### config.mk
export PLATFORM = sky130hd
export DESIGN_NAME = spike_suppress_block_average_core
export DESIGN_NICKNAME = d
export VERILOG_FILES = /design/src/ssba_pkg.sv /design/src/ssba_detect.sv /design/src/ssba_line.sv /design/src/ssba_accum.sv /design/src/spike_suppress_block_average_core.sv
export SDC_FILE = /design/constraint.sdc
export NUM_CORES = 2
export LEC_CHECK = 0
export BUFFER_PORTS_ARGS = -buffer_cell sky130_fd_sc_hd__buf_2
export CAP_MARGIN = 20
export CORE_UTILIZATION = 65
export DETAILED_ROUTE_END_ITERATION = 8
export MAX_ROUTING_LAYER = met4
export PLACE_DENSITY = 0.84
export SYNTH_ARGS = -nofsm -noshare
export SYNTH_HDL_FRONTEND = slang
export SYNTH_SLANG_ARGS = --single-unit
### constraint.sdc
create_clock -name i_clk -period 17.3 [get_ports i_clk]
set_input_delay 4.325 -clock i_clk [delete_from_list [all_inputs] [get_ports i_clk]]
set_output_delay 4.325 -clock i_clk [all_outputs]
set_load 0.05 [all_outputs]
### src/ssba_pkg.sv
// ============================================================================
// ssba_pkg - shared types and constants of the spike suppressing averager
// Sizes of the delay line, window and block counters, pointer helpers,
// the order clamp and the release tag passed from line to accumulator.
// ============================================================================
`default_nettype none

package ssba_pkg;

    // sample and spike detection
    localparam int SAMPLE_WIDTH      = 32;
    localparam int SPIKE_PERIOD_LOG2 = 20;
    localparam int SPIKE_WINDOW      = 16;
    localparam int SPIKE_RATIO       = 10;
    localparam int RATIO_W           = $clog2(SPIKE_RATIO);
    localparam int AFTER_W           = $clog2(SPIKE_WINDOW + 1);

    // delay line
    localparam int LINE_DEPTH = SPIKE_WINDOW + 1;
    localparam int PTR_W      = $clog2(LINE_DEPTH);
    localparam int CNT_W      = $clog2(LINE_DEPTH + 1);

    // block averaging
    localparam int MAX_ORDER   = 20;
    localparam int ORDER_W     = 5;
    localparam int ORDER_RESET = 1;

    typedef logic [PTR_W-1:0]   t_ptr;
    typedef logic [CNT_W-1:0]   t_cnt;
    typedef logic [ORDER_W-1:0] t_order;

    typedef enum logic {
        LS_RUN,
        LS_DRAIN
    } t_line_state;

    // tag that travels with a sample released from the delay line
    typedef struct packed {
        logic valid;       // release data present
        logic is_cand;     // this sample is the spike candidate
        logic stream_end;  // final release of the stream
        t_cnt rem;         // releases still to come for the same item
    } t_rel_tag;

    // delay line status seen by the top level
    typedef struct packed {
        logic full;        // line holds LINE_DEPTH samples
        logic drain;       // flushing after end of data
        logic rel_free;    // release register can take a sample
    } t_line_stat;

    // advance a circular pointer
    function automatic t_ptr ptr_inc(input t_ptr p);
        t_ptr q;
        if (p == t_ptr'(LINE_DEPTH - 1)) begin
            q = '0;
        end else begin
            q = p + t_ptr'(1);
        end
        return q;
    endfunction

    // map a written order into 1..MAX_ORDER
    function automatic t_order clamp_order(input t_order v);
        t_order q;
        if (v == '0) begin
            q = t_order'(1);
        end else if (v > t_order'(MAX_ORDER)) begin
            q = t_order'(MAX_ORDER);
        end else begin
            q = v;
        end
        return q;
    endfunction

endpackage

`default_nettype wire

### src/ssba_detect.sv
// ============================================================================
// ssba_detect - spike candidate tracking
// Keeps the period position, a running maximum over the window before each
// candidate and the maximum of the samples after it. Decides the candidate
// in a two stage pipeline: pick the larger peak, then compare against the
// ratio times that peak.
// ============================================================================
`default_nettype none

module ssba_detect #(
    parameter int SAMPLE_WIDTH = ssba_pkg::SAMPLE_WIDTH
) (
    input  wire                            i_clk,
    input  wire                            i_rst_n,
    input  wire                            i_acc,
    input  wire signed [SAMPLE_WIDTH-1:0]  i_sample,
    input  wire                            i_eod,
    output logic                           o_cand_now,
    output logic                           o_spike,
    output logic signed [SAMPLE_WIDTH-1:0] o_big
);

    localparam int P  = ssba_pkg::SPIKE_PERIOD_LOG2;
    localparam int AW = ssba_pkg::AFTER_W;
    localparam int RW = SAMPLE_WIDTH + ssba_pkg::RATIO_W;
    // first period position inside the window before a candidate
    localparam logic [P-1:0] RUN_START = ~P'(ssba_pkg::SPIKE_WINDOW - 1);

    logic [P-1:0]                   r_pos;
    logic                           r_past;
    logic signed [SAMPLE_WIDTH-1:0] r_run;
    logic signed [SAMPLE_WIDTH-1:0] r_below;
    logic signed [SAMPLE_WIDTH-1:0] r_above;
    logic [AW-1:0]                  r_after;
    logic                           r_pend;
    logic signed [SAMPLE_WIDTH-1:0] r_cand_val;
    logic                           r_rs_valid;
    logic signed [SAMPLE_WIDTH-1:0] r_rs_big;
    logic signed [SAMPLE_WIDTH-1:0] r_rs_cand;
    logic                           r_spike;
    logic signed [SAMPLE_WIDTH-1:0] r_big;

    logic [P-1:0]                   n_pos;
    logic                           n_pend;
    logic [AW-1:0]                  n_after;
    logic signed [SAMPLE_WIDTH-1:0] n_above;
    logic signed [SAMPLE_WIDTH-1:0] n_below;
    logic signed [SAMPLE_WIDTH-1:0] n_cand_val;
    logic signed [SAMPLE_WIDTH-1:0] above_new;
    logic [AW-1:0]                  after_new;
    logic                           resolve;
    logic signed [SAMPLE_WIDTH-1:0] big;
    logic signed [RW-1:0]           ten_big;
    logic signed [RW-1:0]           cand_ext;

    assign o_cand_now = r_past && (r_pos == '0);
    assign n_pos      = r_pos + P'(1);
    assign above_new  = ((r_after == '0) || (i_sample > r_above)) ? i_sample : r_above;
    assign after_new  = r_after + AW'(1);

    // open, extend or close the candidate window
    always_comb begin
        n_pend     = r_pend;
        n_after    = r_after;
        n_above    = r_above;
        n_below    = r_below;
        n_cand_val = r_cand_val;
        resolve    = 1'b0;
        if (o_cand_now) begin
            n_pend     = 1'b1;
            n_after    = '0;
            n_below    = r_run;
            n_cand_val = i_sample;
        end else if (r_pend) begin
            n_above = above_new;
            n_after = after_new;
            if (after_new == AW'(ssba_pkg::SPIKE_WINDOW)) begin
                resolve = 1'b1;
            end
        end
        if (i_eod && n_pend) begin
            resolve = 1'b1;
        end
        if (resolve) begin
            n_pend = 1'b0;
        end
        big = ((n_after != '0) && (n_above > n_below)) ? n_above : n_below;
    end

    // track window state per accepted item
    always_ff @(posedge i_clk) begin
        if (!i_rst_n) begin
            r_pos      <= '0;
            r_past     <= 1'b0;
            r_pend     <= 1'b0;
            r_after    <= '0;
            r_rs_valid <= 1'b0;
        end else begin
            r_rs_valid <= i_acc && resolve;
            if (i_acc) begin
                r_pend     <= n_pend;
                r_after    <= n_after;
                r_above    <= n_above;
                r_below    <= n_below;
                r_cand_val <= n_cand_val;
                r_rs_big   <= big;
                r_rs_cand  <= n_cand_val;
                if (r_pos == RUN_START) begin
                    r_run <= i_sample;
                end else if ((r_pos > RUN_START) && (i_sample > r_run)) begin
                    r_run <= i_sample;
                end
                if (i_eod) begin
                    r_pos   <= '0;
                    r_past  <= 1'b0;
                    r_pend  <= 1'b0;
                    r_after <= '0;
                end else begin
                    r_pos <= n_pos;
                    if (n_pos == '0) begin
                        r_past <= 1'b1;
                    end
                end
            end
        end
    end

    // compare candidate with ratio times peak
    assign ten_big  = $signed({{ssba_pkg::RATIO_W{r_rs_big[SAMPLE_WIDTH-1]}}, r_rs_big})
                    * $signed({1'b0, ssba_pkg::RATIO_W'(ssba_pkg::SPIKE_RATIO)});
    assign cand_ext = $signed({{ssba_pkg::RATIO_W{r_rs_cand[SAMPLE_WIDTH-1]}}, r_rs_cand});

    always_ff @(posedge i_clk) begin
        if (r_rs_valid) begin
            r_spike <= cand_ext > ten_big;
            r_big   <= r_rs_big;
        end
    end

    assign o_spike = r_spike;
    assign o_big   = r_big;

endmodule

`default_nettype wire

### src/ssba_line.sv
// ============================================================================
// ssba_line - look-ahead delay line
// Circular buffer in a synchronous memory. A full line reads its oldest
// entry in the cycle a new sample overwrites it; end of data drains the rest
// one per cycle while rel_free is set; releases leave via a tagged register.
// ============================================================================
`default_nettype none

module ssba_line #(
    parameter int SAMPLE_WIDTH = ssba_pkg::SAMPLE_WIDTH
) (
    input  wire                           i_clk,
    input  wire                           i_rst_n,
    input  wire                           i_acc,
    input  wire [SAMPLE_WIDTH-1:0]        i_sample,
    input  wire                           i_eod,
    input  wire                           i_cand_now,
    input  wire                           i_rel_take,
    output ssba_pkg::t_line_stat          o_stat,
    output ssba_pkg::t_rel_tag            o_rel,
    output logic [SAMPLE_WIDTH-1:0]       o_data
);

    localparam int CW = ssba_pkg::CNT_W;

    logic [SAMPLE_WIDTH-1:0] r_mem [ssba_pkg::LINE_DEPTH];
    logic [SAMPLE_WIDTH-1:0] r_rd_data;

    ssba_pkg::t_line_state r_state;
    ssba_pkg::t_line_state n_state;
    ssba_pkg::t_ptr        r_head;
    ssba_pkg::t_ptr        r_tail;
    ssba_pkg::t_cnt        r_fill;
    ssba_pkg::t_cnt        r_left;
    ssba_pkg::t_ptr        r_cand_addr;
    logic                  r_cand_live;
    ssba_pkg::t_rel_tag    r_rel;

    logic               full;
    logic               rel_free;
    logic               rd_en;
    logic               drain_done;
    ssba_pkg::t_rel_tag rd_tag;

    assign full       = (r_fill == CW'(ssba_pkg::LINE_DEPTH));
    assign rel_free   = !r_rel.valid || i_rel_take;
    assign drain_done = (r_state == ssba_pkg::LS_DRAIN) && rel_free && (r_left == CW'(1));

    // next state
    always_comb begin
        n_state = r_state;
        unique case (r_state)
            ssba_pkg::LS_RUN: begin
                if (i_acc && i_eod) begin
                    n_state = ssba_pkg::LS_DRAIN;
                end
            end
            ssba_pkg::LS_DRAIN: begin
                if (drain_done) begin
                    n_state = ssba_pkg::LS_RUN;
                end
            end
        endcase
    end

    // read control and release tag
    always_comb begin
        rd_tag         = '0;
        rd_tag.valid   = 1'b1;
        rd_tag.is_cand = r_cand_live && (r_head == r_cand_addr);
        unique case (r_state)
            ssba_pkg::LS_RUN: begin
                rd_en      = i_acc && full;
                rd_tag.rem = i_eod ? CW'(ssba_pkg::LINE_DEPTH) : '0;
            end
            ssba_pkg::LS_DRAIN: begin
                rd_en             = rel_free;
                rd_tag.rem        = r_left - CW'(1);
                rd_tag.stream_end = (r_left == CW'(1));
            end
        endcase
    end

    // memory: write new sample, read oldest (old data on same entry)
    always_ff @(posedge i_clk) begin
        if (i_acc) begin
            r_mem[r_tail] <= i_sample;
        end
        if (rd_en) begin
            r_rd_data <= r_mem[r_head];
        end
    end

    // pointers, fill, drain count and release register
    always_ff @(posedge i_clk) begin
        if (!i_rst_n) begin
            r_state     <= ssba_pkg::LS_RUN;
            r_head      <= '0;
            r_tail      <= '0;
            r_fill      <= '0;
            r_left      <= '0;
            r_cand_live <= 1'b0;
            r_rel       <= '0;
        end else begin
            r_state <= n_state;
            if (rd_en) begin
                r_rel  <= rd_tag;
                r_head <= ssba_pkg::ptr_inc(r_head);
                if (rd_tag.is_cand) begin
                    r_cand_live <= 1'b0;
                end
                if (r_state == ssba_pkg::LS_DRAIN) begin
                    r_left <= r_left - CW'(1);
                end
            end else if (i_rel_take) begin
                r_rel.valid <= 1'b0;
            end
            if (i_acc) begin
                r_tail <= ssba_pkg::ptr_inc(r_tail);
                if (!full) begin
                    r_fill <= r_fill + CW'(1);
                end
                if (i_cand_now) begin
                    r_cand_live <= 1'b1;
                    r_cand_addr <= r_tail;
                end
                if (i_eod) begin
                    r_left <= full ? CW'(ssba_pkg::LINE_DEPTH) : r_fill + CW'(1);
                end
            end
            if (drain_done) begin
                r_head      <= '0;
                r_tail      <= '0;
                r_fill      <= '0;
                r_cand_live <= 1'b0;
            end
        end
    end

    assign o_stat.full     = full;
    assign o_stat.drain    = (r_state == ssba_pkg::LS_DRAIN);
    assign o_stat.rel_free = rel_free;
    assign o_rel           = r_rel;
    assign o_data          = r_rd_data;

`ifndef SYNTHESIS
    a_fill_bound: assert property (@(posedge i_clk) disable iff (!i_rst_n)
        r_fill <= CW'(ssba_pkg::LINE_DEPTH))
        else $error("delay line overfilled");

    a_drain_clears: assert property (@(posedge i_clk) disable iff (!i_rst_n)
        drain_done |=> (r_fill == '0) && (r_state == ssba_pkg::LS_RUN))
        else $error("line not cleared after drain");

    a_no_write_in_drain: assert property (@(posedge i_clk) disable iff (!i_rst_n)
        i_acc |-> (r_state == ssba_pkg::LS_RUN))
        else $error("item accepted while draining");
`endif

endmodule

`default_nettype wire

### src/ssba_accum.sv
// ============================================================================
// ssba_accum - block accumulator and output stage
// Substitutes the decided value for a spike, sums released samples exactly,
// hands each full block to a shift stage and holds the average in the
// output register until it is taken.
// ============================================================================
`default_nettype none

module ssba_accum #(
    parameter int SAMPLE_WIDTH = ssba_pkg::SAMPLE_WIDTH
) (
    input  wire                            i_clk,
    input  wire                            i_rst_n,
    input  ssba_pkg::t_rel_tag             i_rel,
    input  wire signed [SAMPLE_WIDTH-1:0]  i_data,
    input  wire                            i_spike,
    input  wire signed [SAMPLE_WIDTH-1:0]  i_big,
    input  ssba_pkg::t_order               i_order,
    input  wire                            i_clear,
    input  wire                            i_stall,
    output logic                           o_rel_take,
    output logic                           o_valid,
    output logic signed [SAMPLE_WIDTH-1:0] o_average,
    output logic                           o_last_result
);

    localparam int MO    = ssba_pkg::MAX_ORDER;
    localparam int SUM_W = SAMPLE_WIDTH + MO;

    logic signed [SUM_W-1:0]        r_sum;
    logic [MO-1:0]                  r_bfill;
    logic                           r_blk_valid;
    logic signed [SUM_W-1:0]        r_blk_sum;
    logic                           r_blk_last;
    logic                           r_out_valid;
    logic signed [SAMPLE_WIDTH-1:0] r_out_avg;
    logic                           r_out_last;

    logic signed [SAMPLE_WIDTH-1:0] value;
    logic signed [SUM_W-1:0]        sum_new;
    logic signed [SUM_W-1:0]        shifted;
    logic [MO-1:0]                  fill_mask;
    logic                           done;
    logic                           last;
    logic                           out_free;
    logic                           blk_free;
    logic                           take;

    assign value     = (i_rel.is_cand && i_spike) ? i_big : i_data;
    assign sum_new   = r_sum + $signed({{MO{value[SAMPLE_WIDTH-1]}}, value});
    assign fill_mask = ~({MO{1'b1}} << i_order);
    assign done      = (r_bfill == fill_mask);
    assign last      = ((i_rel.rem >> i_order) == '0);
    assign out_free  = !r_out_valid || !i_stall;
    assign blk_free  = !r_blk_valid || out_free;
    assign take      = i_rel.valid && (!done || blk_free);
    assign shifted   = r_blk_sum >>> i_order;

    // accumulate one released sample
    always_ff @(posedge i_clk) begin
        if (!i_rst_n) begin
            r_sum   <= '0;
            r_bfill <= '0;
        end else if (i_clear) begin
            r_sum   <= '0;
            r_bfill <= '0;
        end else if (take) begin
            if (done || i_rel.stream_end) begin
                r_sum   <= '0;
                r_bfill <= '0;
            end else begin
                r_sum   <= sum_new;
                r_bfill <= r_bfill + MO'(1);
            end
        end
    end

    // hold finished block, then shift it into the output register
    always_ff @(posedge i_clk) begin
        if (!i_rst_n) begin
            r_blk_valid <= 1'b0;
            r_out_valid <= 1'b0;
        end else begin
            if (take && done) begin
                r_blk_valid <= 1'b1;
                r_blk_sum   <= sum_new;
                r_blk_last  <= last;
            end else if (out_free) begin
                r_blk_valid <= 1'b0;
            end
            if (r_blk_valid && out_free) begin
                r_out_valid <= 1'b1;
                r_out_avg   <= shifted[SAMPLE_WIDTH-1:0];
                r_out_last  <= r_blk_last;
            end else if (!i_stall) begin
                r_out_valid <= 1'b0;
            end
        end
    end

    assign o_rel_take    = take;
    assign o_valid       = r_out_valid;
    assign o_average     = r_out_avg;
    assign o_last_result = r_out_last;

`ifndef SYNTHESIS
    a_out_from_block: assert property (@(posedge i_clk) disable iff (!i_rst_n)
        $rose(r_out_valid) |-> $past(r_blk_valid))
        else $error("result without finished block");
`endif

endmodule

`default_nettype wire

### src/spike_suppress_block_average_core.sv
// ============================================================================
// spike_suppress_block_average_core - spike removal and boxcar decimation
// Replaces periodic spike candidates that exceed ten times their neighbor
// peak, then emits the floor average of each block of 2^order samples.
// ============================================================================
//
//  channel   direction  handshake                 payload
//  -------   ---------  ------------------------  ---------------------------------
//  input     in         i_valid / o_stall         i_sample, i_end_of_data
//  output    out        o_valid / i_stall         o_average, o_last_result
//  config    in         i_cfg_we                  i_cfg_wdata (decimation order)
//
//  One item per cycle while o_stall is low. A result passes the memory read,
//  block and output registers (memory read, accumulate, shift) once the item
//  that completes its block is released. An item with end of data is followed
//  by a drain of up to 17 delay line entries, one per cycle while the output
//  is not stalled, during which no item is accepted.
//  Output stall backs up through the shift and accumulate registers into the
//  delay line read; outside a drain, input stalls only when the line is full
//  and cannot release.
//  Reset is synchronous, active low; the delay line memory is not cleared.
//
`default_nettype none

module spike_suppress_block_average_core #(
    parameter int SAMPLE_WIDTH = ssba_pkg::SAMPLE_WIDTH
) (
    input  wire                              i_clk,
    input  wire                              i_rst_n,
    input  wire                              i_valid,
    output logic                             o_stall,
    input  wire signed [SAMPLE_WIDTH-1:0]    i_sample,
    input  wire                              i_end_of_data,
    output logic                             o_valid,
    input  wire                              i_stall,
    output logic signed [SAMPLE_WIDTH-1:0]   o_average,
    output logic                             o_last_result,
    input  wire                              i_cfg_we,
    input  wire [ssba_pkg::ORDER_W-1:0]      i_cfg_wdata
);

    ssba_pkg::t_order     r_order;
    ssba_pkg::t_line_stat line_stat;
    ssba_pkg::t_rel_tag   rel;

    logic                           acc;
    logic                           cand_now;
    logic                           spike;
    logic signed [SAMPLE_WIDTH-1:0] big;
    logic [SAMPLE_WIDTH-1:0]        rel_data;
    logic                           rel_take;

    // stall while draining, or when a full line cannot release
    assign o_stall = line_stat.drain || (line_stat.full && !line_stat.rel_free);
    assign acc     = i_valid && !o_stall;

    // decimation order register
    always_ff @(posedge i_clk) begin
        if (!i_rst_n) begin
            r_order <= ssba_pkg::t_order'(ssba_pkg::ORDER_RESET);
        end else if (i_cfg_we) begin
            r_order <= ssba_pkg::clamp_order(i_cfg_wdata);
        end
    end

    ssba_detect #(
        .SAMPLE_WIDTH (SAMPLE_WIDTH)
    ) u_detect (
        .i_clk      (i_clk),
        .i_rst_n    (i_rst_n),
        .i_acc      (acc),
        .i_sample   (i_sample),
        .i_eod      (i_end_of_data),
        .o_cand_now (cand_now),
        .o_spike    (spike),
        .o_big      (big)
    );

    ssba_line #(
        .SAMPLE_WIDTH (SAMPLE_WIDTH)
    ) u_line (
        .i_clk      (i_clk),
        .i_rst_n    (i_rst_n),
        .i_acc      (acc),
        .i_sample   (i_sample),
        .i_eod      (i_end_of_data),
        .i_cand_now (cand_now),
        .i_rel_take (rel_take),
        .o_stat     (line_stat),
        .o_rel      (rel),
        .o_data     (rel_data)
    );

    ssba_accum #(
        .SAMPLE_WIDTH (SAMPLE_WIDTH)
    ) u_accum (
        .i_clk         (i_clk),
        .i_rst_n       (i_rst_n),
        .i_rel         (rel),
        .i_data        ($signed(rel_data)),
        .i_spike       (spike),
        .i_big         (big),
        .i_order       (r_order),
        .i_clear       (i_cfg_we),
        .i_stall       (i_stall),
        .o_rel_take    (rel_take),
        .o_valid       (o_valid),
        .o_average     (o_average),
        .o_last_result (o_last_result)
    );

`ifndef SYNTHESIS
    a_order_range: assert property (@(posedge i_clk) disable iff (!i_rst_n)
        (r_order != '0) && (r_order <= ssba_pkg::t_order'(ssba_pkg::MAX_ORDER)))
        else $error("decimation order out of range");
`endif

endmodule

`default_nettype wire
==> metrics.cfg <==
[global_routing]
antenna_found_initial = 3
grtUsageMet2 = 0.530
grt_use_total = 0.329
grtUsageMet3 = 0.0520
first_global_vias = 30900
grt_max_degree = 74
grt_remaining_overflow = 0
top_usage_layer = met2
use_met1 = 0.419
grt_pass1_wl_um = 186000

[power]
p_seq_frac = 0.501
sw_frac_of_total = 0.235
power_switching_w = 0.00126
power_frac_comb = 0.093
clkPwrFrac = 0.406
p_leak_nw = 19.5
vdd_drop_max_uv = 110
total_power_w = 0.00534
intPower_w = 0.00409
power.density_nw_per_um2 = 98.8

[status]
run_status = finished clean

[clock_network]
hold_buffers = 0
h-tree-depth = 3
cts-resized-gates = 0
cts_tree = done
cts_made_buffers = 97
clk_latency_ns = 0.68
ctsRootBufferMaster = clkbuf_16
clk_pin_slew_worst_paths_ns = 0.07
clock_path_buffers = 3
numClockSinks = 997
post_cts_buffers = 0

[yosys]
synth-xor-area-share = 0.0220
syn_nets = 3922
synth_top_family_by_area = multiplexers
ys_seq_elements = 997
yosys.area.top_type = edfxtp_1
syn-cell-area_um2 = 49400
synth_edf_count = 860
synth_compound_gate_area_share = 0.0901
yosys-top-cells-count = edfxtp_1, ha_1, nand2_1, nor2_1, a21oi_1
yosys-mux-area-fraction = 0.136
synthAdderAreaFrac = 0.0664
seq_area_frac_synth = 0.578
synth_top_area_share = 0.522
avgSynthCellArea_um2 = 13.7
yosys.cell_count.top_type = edfxtp_1
synthArstFlopShare = 0
yosys.area_share.simple = 0.0797
yosys-top-cells-area = edfxtp_1, mux4_2, ha_1, dfxtp_1, mux2_2
synthCells = 3618
ys_warn_count = 0
synth.distinct_cells = 95
synth_ff_type = edfxtp_1

[sta]
layout_setup_ws_ns = 6.75
rsz0062_at_grt = no
fin_crit_sh = 0.610
hold_violations = 0
holdWs_ns = 0.435
period_needed_ns = 10.55
relSlewSlack = 0.299
final-setup-viol-count = 0
final-max-slew-violation-count = 0
skew_ns = 0.0320
fmax_mhz = 94.8
tightestPinTransition_ns = 1.05
tns_ns = 0

[floorplan]
start_util = 0.661
core_um2 = 74800
die_x_um = 278
die_y_um = 278
placementRows = 100
io_pins = 78
die_area_um2 = 77200

[finish]
fill_cells = 4658
drive_above_1_share = 0.183
utilization = 0.723
syn2layout_area_growth_pct = 9.43
fin_nets = 3976

[drt]
drc = 0
wl_per_cell_um = 26.1
wirelength_um = 124000
drt_iter0_drc = 3343
drtPass1Iterations = 6
vias = 31700
antenna_left = 0
via_per_inst = 6.70

[worst_setup_path]
path_class = primary input to flip-flop
crit_path_start_kind = primary input
path_max_fanout = 23
slowest_stage = o41ai_1
critPathBufInv = 3
crit_path_cell_trace = buf_2, ha_1, a21o_1, a21o_1, a21o_1, a2111oi_2, a31oi_1, o311ai_1, a21oi_4, buf_4, mux2_4, ha_1, a21o_1, a21o_1, a21oi_1, o21ai_0, a221oi_1, o21ai_0, o41ai_1, a21oi_4, buf_4, mux2_2
end_kind = flip-flop
max_stage_delay_ns = 0.60
critPathTopFamily = compound AO/OA/AOI/OAI gates
arrival_ns = 10.97
crit_top_cell = a21o_1
cp.required_ns = 17.72

[flow_run]
drv_cap = 0

[placed_design]
gp_congestion = 0.984
pre_cts_slack_ns = 6.16
hpwl_um = 78200
portBuffers = 77

[min_path]
hold_class = flip-flop to flip-flop

-- layout by cell type (no fill, tap or decap), types with 107 or more instances in the layout --
| cell type | synthesis | routed |
|---|---|---|
| nand2_1 | 234 | 234 |
| a21oi_1 | 189 | 187 |
| inv_1 | 160 | 158 |
| edfxtp_1 | 860 | 860 |
| nor2_1 | 196 | 192 |
| dfxtp_1 | 137 | 128 |
| o21ai_0 | 159 | 159 |
| mux4_2 | 188 | 188 |
| mux2_2 | 107 | 107 |
| ha_1 | 259 | 259 |
-- final cells by class --
cell class / count / area (um^2) / area share
Multi-Input combinational cell: 2287 / 19600 / 0.363
Sequential cell: 997 / 28600 / 0.528
Timing Repair Buffer: 127 / 786 / 0.0145
Inverter: 162 / 611 / 0.0113
Clock buffer: 117 / 2570 / 0.0476
Clock inverter: 66 / 706 / 0.0130
Tap cell: 969 / 1210 / 0.0224
Antenna cell: 2 / 5.00 / 0.0000925
-- layer usage --
metal / part of all wire / vias up
li1: - / 14100
met1: 0.39 / 15600
met2: 0.49 / 1662
met3: 0.080 / 338
met4: 0.046 / 0
met5: 0 / -
-- through the flow --
step / cells / instance area, um^2
after floorplan: 3618 / 49400
after global placement: 4539 / 50800
after detailed placement: 4539 / 50800
after CTS: 4722 / 54000
after global routing: 4726 / 54100
final: 4727 / 54100
-- worst paths after layout --
path / from / slack, ns / to / cells past startpoint
worst min-delay path: u_accum.r_blk_last / 0.43 / u_accum.o_last_result / 0
worst max-delay path: i_sample[17] / 6.75 / u_detect.r_rs_big[12] / 22
worst max register to register: u_detect.r_above[26] / 10.36 / u_detect.r_rs_big[12] / 22
worst min register to register: u_accum.r_blk_last / 0.43 / u_accum.o_last_result / 0
-- flip-flops by register name, summed over array words and instances (netlist names), 8 cells and up --
| name | count |
|---|---|
| u_detect.r_below | 32 |
| u_detect.o_big | 32 |
| u_accum.o_average | 32 |
| u_line.o_rel | 8 |
| u_accum.r_blk_sum | 52 |
| u_accum.r_sum | 52 |
| u_detect.r_cand_val | 32 |
| u_line.o_data | 32 |
| u_detect.r_above | 32 |
| u_accum.r_bfill | 20 |
| u_detect.r_run | 32 |
| u_line.r_mem | 544 |
| u_detect.r_pos | 20 |
| u_detect.r_rs_big | 32 |
-- power groups by stage --
stage / clock [W] / combinational [W] / sequential, W
after floorplan: 0 / 0.000344 / 0.00272
after global placement: 0 / 0.000465 / 0.00273
after detailed placement: 0 / 0.000478 / 0.00273
after CTS: 0.00218 / 0.000488 / 0.00268
after global routing: 0.00227 / 0.000536 / 0.00268
final: 0.00217 / 0.000495 / 0.00268
-- cell families (layout without fill, tap and decap cells) --
kind of cell             count (synthesis)  in the layout
flip-flops                             997            997
AO/OA/AOI/OAI                          695            695
buffers and inverters                  334            472
multiplexers                           411            411
other                                    0              2
XOR/XNOR                               124            124
adder cells (fa/ha/maj)                261            261
AND/OR/NAND/NOR                        796            796
Note: power is estimated with default switching activity, not from simulation.
